**src/design/rtd_pkg.sv**
```systemverilog
// Shared types, widths and fixed-point constants of the RTD code to temperature block.
// No dependencies; every other design file refers to this package by scoped names.
package rtd_pkg;

    localparam int RAW_W   = 16;
    localparam int CODE_W  = 15;
    localparam int CFG_W   = 16;
    localparam int N_W     = 31;
    localparam int X_W     = 34;
    localparam int NLO_W   = X_W - 15;
    localparam int RTOP_W  = N_W - NLO_W;
    localparam int REM_W   = 16;
    localparam int K_W     = 29;
    localparam int XLO_W   = 17;
    localparam int PP_W    = K_W + XLO_W;
    localparam int PROD_W  = K_W + X_W;
    localparam int ARG_W   = 62;
    localparam int ROOT_W  = 31;
    localparam int CSQ_W   = 31;
    localparam int TV_W    = 32;
    localparam int U_W     = 31;
    localparam int MAG_W   = 34;
    localparam int MLO_W   = 17;
    localparam int PL_W    = MLO_W + U_W;
    localparam int ACC_W   = 36;
    localparam int TEMP_W  = 20;

    localparam int DIV_STAGES   = 34;
    localparam int ROOT_STAGES  = 31;
    localparam int HORNER_STEPS = 5;
    localparam int SQRT_LAT     = 2 + ROOT_STAGES + 1;
    localparam int POLY_LAT     = 1 + 3 * HORNER_STEPS + 1;
    localparam int POLY_ALIGN   = SQRT_LAT - POLY_LAT;

    localparam logic [CFG_W-1:0] REF_RES_RESET = 16'd430;
    localparam logic [CFG_W-1:0] NOM_RES_RESET = 16'd100;

    localparam logic signed [ACC_W-1:0] TEMP_HI = 36'sd524287;
    localparam logic signed [ACC_W-1:0] TEMP_LO = -36'sd131072;

    typedef enum logic {
        REG_REF_RES = 1'b0,
        REG_NOM_RES = 1'b1
    } cfg_reg_t;

    typedef struct packed {
        logic neg;       // negative root argument or quotient overflow
        logic sel_poly;  // root form went below zero, take the polynomial
    } sqrt_status_t;

    // round(num * 2^sh / den), restoring long division at elaboration
    function automatic logic [127:0] cdiv_round(input logic [127:0] num,
                                                input logic [127:0] den,
                                                input int sh);
        logic [127:0] dvd;
        logic [127:0] rem;
        logic [127:0] q;
        dvd = num << sh;
        rem = '0;
        q   = '0;
        for (int i = 127; i >= 0; i--)
        begin
            rem = {rem[126:0], dvd[i]};
            if (rem >= den)
            begin
                rem  = rem - den;
                q[i] = 1'b1;
            end
        end
        if ({rem[126:0], 1'b0} >= den)
            q = q + 128'd1;
        return q;
    endfunction

    localparam logic [ARG_W-1:0] C0_ARG =
        ARG_W'(cdiv_round(128'd6394475960000, 128'd121275, 36));
    localparam logic [K_W-1:0] K_SLOPE =
        K_W'(cdiv_round(128'd840000000000, 128'd121275, 6));
    localparam logic [CSQ_W-1:0] C_HALF =
        CSQ_W'(cdiv_round(128'd142120, 128'd21, 18));

    // Horner coefficients in order of use, sign included, 24 fraction bits
    function automatic logic signed [ACC_W-1:0] horner_coef(input int step);
        logic [ACC_W-1:0] mag;
        logic             neg;
        mag = '0;
        neg = 1'b0;
        case (step)
            0: mag = ACC_W'(cdiv_round(128'd15243, 128'd100000000000000, 59));
            1: begin
                mag = ACC_W'(cdiv_round(128'd28183, 128'd1000000000000, 52));
                neg = 1'b1;
            end
            2: begin
                mag = ACC_W'(cdiv_round(128'd48260, 128'd10000000000, 45));
                neg = 1'b1;
            end
            3: mag = ACC_W'(cdiv_round(128'd25859, 128'd10000000, 38));
            4: mag = ACC_W'(cdiv_round(128'd22228, 128'd10000, 31));
            default: begin
                mag = ACC_W'(cdiv_round(128'd24202, 128'd100, 24));
                neg = 1'b1;
            end
        endcase
        return neg ? $signed(-mag) : $signed(mag);
    endfunction

endpackage

```
**src/design/rtd_sqrt_path.sv**
```systemverilog
// Square-root branch: argument C0 - K*x, pipelined integer root, rescale of C - s.
// Depends on rtd_pkg.
module rtd_sqrt_path #(
    parameter int TEMP_FRAC_BITS = 8
) (
    input  logic                             clk,
    input  logic [rtd_pkg::X_W-1:0]          x,
    input  logic                             ovf,
    output logic signed [rtd_pkg::ACC_W-1:0] t_sqrt,
    output rtd_pkg::sqrt_status_t            status
);

    localparam int SH = 19 - TEMP_FRAC_BITS;
    localparam logic signed [rtd_pkg::TV_W-1:0] BIAS =
        rtd_pkg::TV_W'(1) << (SH - 1);

    // product stage
    logic [rtd_pkg::PP_W-1:0] plo_reg;
    logic [rtd_pkg::PP_W-1:0] phi_reg;
    logic                     ovf1_reg;

    always_ff @(posedge clk)
    begin
        plo_reg  <= rtd_pkg::PP_W'(rtd_pkg::K_SLOPE) *
                    rtd_pkg::PP_W'(x[rtd_pkg::XLO_W-1:0]);
        phi_reg  <= rtd_pkg::PP_W'(rtd_pkg::K_SLOPE) *
                    rtd_pkg::PP_W'(x[rtd_pkg::X_W-1:rtd_pkg::XLO_W]);
        ovf1_reg <= ovf;
    end

    // argument stage
    logic [rtd_pkg::PROD_W-1:0] prod;
    logic [rtd_pkg::ARG_W-1:0]  rem_reg [rtd_pkg::ROOT_STAGES];
    logic [rtd_pkg::ARG_W-1:0]  res_reg [rtd_pkg::ROOT_STAGES+1];
    logic                       neg_reg [rtd_pkg::ROOT_STAGES+1];

    assign prod = {phi_reg, {rtd_pkg::XLO_W{1'b0}}} +
                  {{rtd_pkg::XLO_W{1'b0}}, plo_reg};

    always_ff @(posedge clk)
    begin
        neg_reg[0] <= ovf1_reg |
                      (prod > rtd_pkg::PROD_W'(rtd_pkg::C0_ARG));
        rem_reg[0] <= rtd_pkg::C0_ARG - prod[rtd_pkg::ARG_W-1:0];
        res_reg[0] <= '0;
    end

    // one root digit per stage
    for (genvar i = 0; i < rtd_pkg::ROOT_STAGES; i++)
    begin : g_root
        localparam logic [rtd_pkg::ARG_W-1:0] BITV =
            rtd_pkg::ARG_W'(1) << (rtd_pkg::ARG_W - 2 - 2 * i);
        logic [rtd_pkg::ARG_W-1:0] trial;
        logic                      ge;

        assign trial = res_reg[i] + BITV;
        assign ge    = rem_reg[i] >= trial;

        always_ff @(posedge clk)
        begin
            res_reg[i+1] <= ge ? (res_reg[i] >> 1) + BITV : res_reg[i] >> 1;
            neg_reg[i+1] <= neg_reg[i];
        end

        // the last digit needs no remainder after it
        if (i + 1 < rtd_pkg::ROOT_STAGES)
        begin : g_rem
            always_ff @(posedge clk)
            begin
                rem_reg[i+1] <= ge ? rem_reg[i] - trial : rem_reg[i];
            end
        end
    end

    // C - s, rounded to the output fraction
    logic signed [rtd_pkg::TV_W-1:0]  tv;
    logic signed [rtd_pkg::TV_W-1:0]  tr;
    logic signed [rtd_pkg::ACC_W-1:0] t_sqrt_reg;
    rtd_pkg::sqrt_status_t            status_reg;

    assign tv = $signed({1'b0, rtd_pkg::C_HALF}) -
                $signed({{(rtd_pkg::TV_W - rtd_pkg::ROOT_W){1'b0}},
                         res_reg[rtd_pkg::ROOT_STAGES][rtd_pkg::ROOT_W-1:0]});
    assign tr = (tv + BIAS) >>> SH;

    always_ff @(posedge clk)
    begin
        t_sqrt_reg          <= rtd_pkg::ACC_W'(tr);
        status_reg.sel_poly <= tv[rtd_pkg::TV_W-1];
        status_reg.neg      <= neg_reg[rtd_pkg::ROOT_STAGES];
    end

    assign t_sqrt = t_sqrt_reg;
    assign status = status_reg;

endmodule

```
**config.mk**
```make
export PLATFORM = sky130hd
export DESIGN_NAME = rtd_sqrt_path
export DESIGN_NICKNAME = d
export VERILOG_FILES = /design/src/design/rtd_pkg.sv /design/src/design/rtd_sqrt_path.sv
export SDC_FILE = /design/constraint.sdc
export NUM_CORES = 2
export LEC_CHECK = 0
export BUFFER_PORTS_ARGS = -buffer_cell sky130_fd_sc_hd__buf_2
export CORE_UTILIZATION = 40
export CTS_CLUSTER_DIAMETER = 60
export DETAILED_ROUTE_END_ITERATION = 10
export HOLD_SLACK_MARGIN = 0.1
export SLEW_MARGIN = 20
export SYNTH_ARGS = -nofsm -noshare
export SYNTH_HDL_FRONTEND = slang
export SYNTH_SLANG_ARGS = --single-unit
```
**constraint.sdc**
```tcl
create_clock -name clk -period 11.3 [get_ports clk]
set_clock_uncertainty 0.1 [all_clocks]
set_input_delay 2.26 -clock clk [delete_from_list [all_inputs] [get_ports clk]]
set_output_delay 2.26 -clock clk [all_outputs]
set_load 0.005 [all_outputs]
```
==> impl_results.md <==
* P per Cell Area at 354 nW/µm²
* Die X at 529 µm
* Global-route wire length before repair at 451 mm
* Hold buffers post-CTS at 0
* CORE AREA at 276000 µm²
* CTS Buf Count at 280
* Share of cells above drive strength 1 at 6.53%
* Register bit count reported by yosys at 2566
* DR WL/cell at 19.1 µm
* RSZ-0062 raised after global routing: false
* Total grt overflow at 0
* CP peak stage delay at 560 ps
* Asr flop ratio synth at 0%
* Worst slew pin tran at 1220 ps
* Dominant cells by area after synthesis: dfxtp_1 (46%), ha_1 (10%), fa_1 (5.7%)
* Final nets at 12.6k
* Status: completed
* Crit path launch type: primary input
* # setup viols final at 0
* Slowest CP cell: fa_1
* Top delay family on crit path: adder cells
* Drt initial violations at 4044
* Hold Slack at 215 ps
* Antenna Nets Post-Route at 0
* Vias in the first global route at 79.7k
* Final core occ at 45.4%
* Area share of the largest cell type after synthesis at 46.2%
* Clock sinks at 2566
* DRT Pass-1 Iters at 6
* CP required at 11940 ps
* Most frequent cells in the layout: dfxtp_1 (2566), inv_1 (1142), ha_1 (908), nor2_1 (695), nand2_1 (654)
* Seq/Total Area, Yosys at 46.2%
* Top FF cell, synth: dfxtp_1
* Buf+Inv Stages, Crit Path at 5
* Clock latency on the worst-skew pair at 880 ps
* Crit Path Class: in -> reg
* Number of synthesized flops with an enable pin at 0
* Kind of end point of the critical path: flip-flop
* GRT Util Overall at 20.6%
* Clock tree root driver cell: clkbuf_16
* Library cells used by synthesis at 100
* Largest net degree at the start of global routing at 64
* Mapped Area at 111000 µm²
* Max reg flops at 1922
* IO buf count at 73
* Row count at 193
* PostCTS Resize Cnt at 0
* Max Cap Viol at 0
* CTS tree: done
* Setup Total Neg Slack at 0 ps
* Layout area overhead at 12.9%
* Max transition margin at 18.1%
* Post-CTS Setup Bufs at 0
* CP cell instances: buf_2, ha_1, inv_1, fa_1, inv_1, ha_1, inv_1, fa_1, fa_1, fa_1, inv_1, ha_1, nand3_1, or2_2, a2bb2oi_1, a21oi_1, o31ai_1, o211a_1, a2111oi_0, nor2_1, o21ai_0, a211o_1, o21ai_0, xnor2_1
* Drt total wl at 292 mm
* Post-synthesis cell count at 11.1k
* CTS HTree Levels at 5
* Hpwl dp at 239 mm
* Min Tclk post-route at 8380 ps
* Synth warn at 0
* Via count at 77.9k
* Initial Util at 40.2%
* DIE HEIGHT at 529 µm
* Leak at 58.4 nW
* Initial antenna violation count at 6
* Peak supply drop at 0.000333 V
* Commonest non-fill, non-tap cell in the layout: dfxtp_1
* Total I/O pin count at 74
* DIE AREA at 280000 µm²
* Post-synth top area cell: dfxtp_1
* Syn nets at 12.4k
* Clock Path Buffers at 4
* Fmax at 119 MHz
* CP Max Fanout at 6
* WP data arrival at 9020 ps
* Final period util at 74.2%
* Via/cell ratio at 5.10
* Clk pin slew, worst setup/hold paths at 50 ps
* Mean post-synth cell area at 10.0 µm²
* RePlAce Congestion at 0.915
* Residual DRC at 0
* Hold Path Class: reg -> reg
* Final Hold Viols at 0
* Pins Over Slew Limit at 0
## layout make-up
type / instances / area [µm²]
multi-input combinational: 7231 / 54900
antenna: 4 / 10.0
tap: 3705 / 4640
sequential: 2566 / 51400
fill: 25552 / 151000
inverter: 1144 / 4290
clock inverter: 127 / 1720
timing repair buffer: 113 / 666
clock buffer: 371 / 7870
## logic make-up after synthesis
| logic type | count (synthesis) | synth area share [%] |
|---|---|---|
| xor gates and xnor gates | 977 | 7.70 |
| buffers and inverters | 1306 | 4.49 |
| AOI/OAI and AO/OA | 1957 | 11.1 |
| DFF | 2566 | 46.2 |
| adders and majority gates | 1223 | 15.9 |
| and+or+nand+nor | 2995 | 13.8 |
| muxes | 79 | 0.788 |
## per-layer routing
metal,track usage (%),share of wire (%)
met1,22.7,40
met2,38.7,52
met3,2.43,3.3
met4,10.0,5.1
met5,0,0.0079
## worst register-to-register path: cells and delay by family, from the launching register on
family / cells / cell delay [ps]
simple gates: 2 / 800
flops: 1 / 350
fa+ha+maj: 2 / 740
compound gates: 9 / 2770
xor+xnor: 1 / 150
## where the power goes
| group | total (mW) | internal [mW] | switching [mW] |
|---|---|---|---|
| Combinational | 18.6 | 7.96 | 10.7 |
| Clock | 9.33 | 5.59 | 3.74 |
| Sequential | 16.5 | 13.4 | 3.12 |
| Total | 44.5 | 26.9 | 17.5 |
## synthesized netlist by cell type, drive strengths merged, types with 156 or more instances
cell	instances
nor2	699
o21ai	486
xor2	430
dfxtp	2566
nand2	655
inv	1144
nor3	281
ha	908
fa	315
nor4	309
xnor2	547
a21o	276
nand3	164
nand4	156
a21oi	567
## final timing paths
kind | from | to | slack (ps) | cells past startpoint
hold reg to reg | neg_reg[11]$_DFF_P_ | neg_reg[12]$_DFF_P_ | 220 | 0
setup / recovery | x[11] | plo_reg[41]$_DFF_P_ | 2920 | 24
setup reg to reg | phi_reg[0]$_DFF_P_ | rem_reg[0][61]$_DFF_P_ | 6270 | 14
hold / removal | neg_reg[11]$_DFF_P_ | neg_reg[12]$_DFF_P_ | 220 | 0
## metrics by stage
step,instances,instance area (µm²),power (mW),worst slack (ps)
finish,15261,125000,44.5,2920
global route,15258,125000,47.6,2600
CTS,15257,125000,44.8,2980
detailed placement,14759,116000,35.2,2060
global placement,14759,116000,35.0,2120
floorplan,11103,111000,29.1,3190
Note: power is estimated with default switching activity, not from simulation.
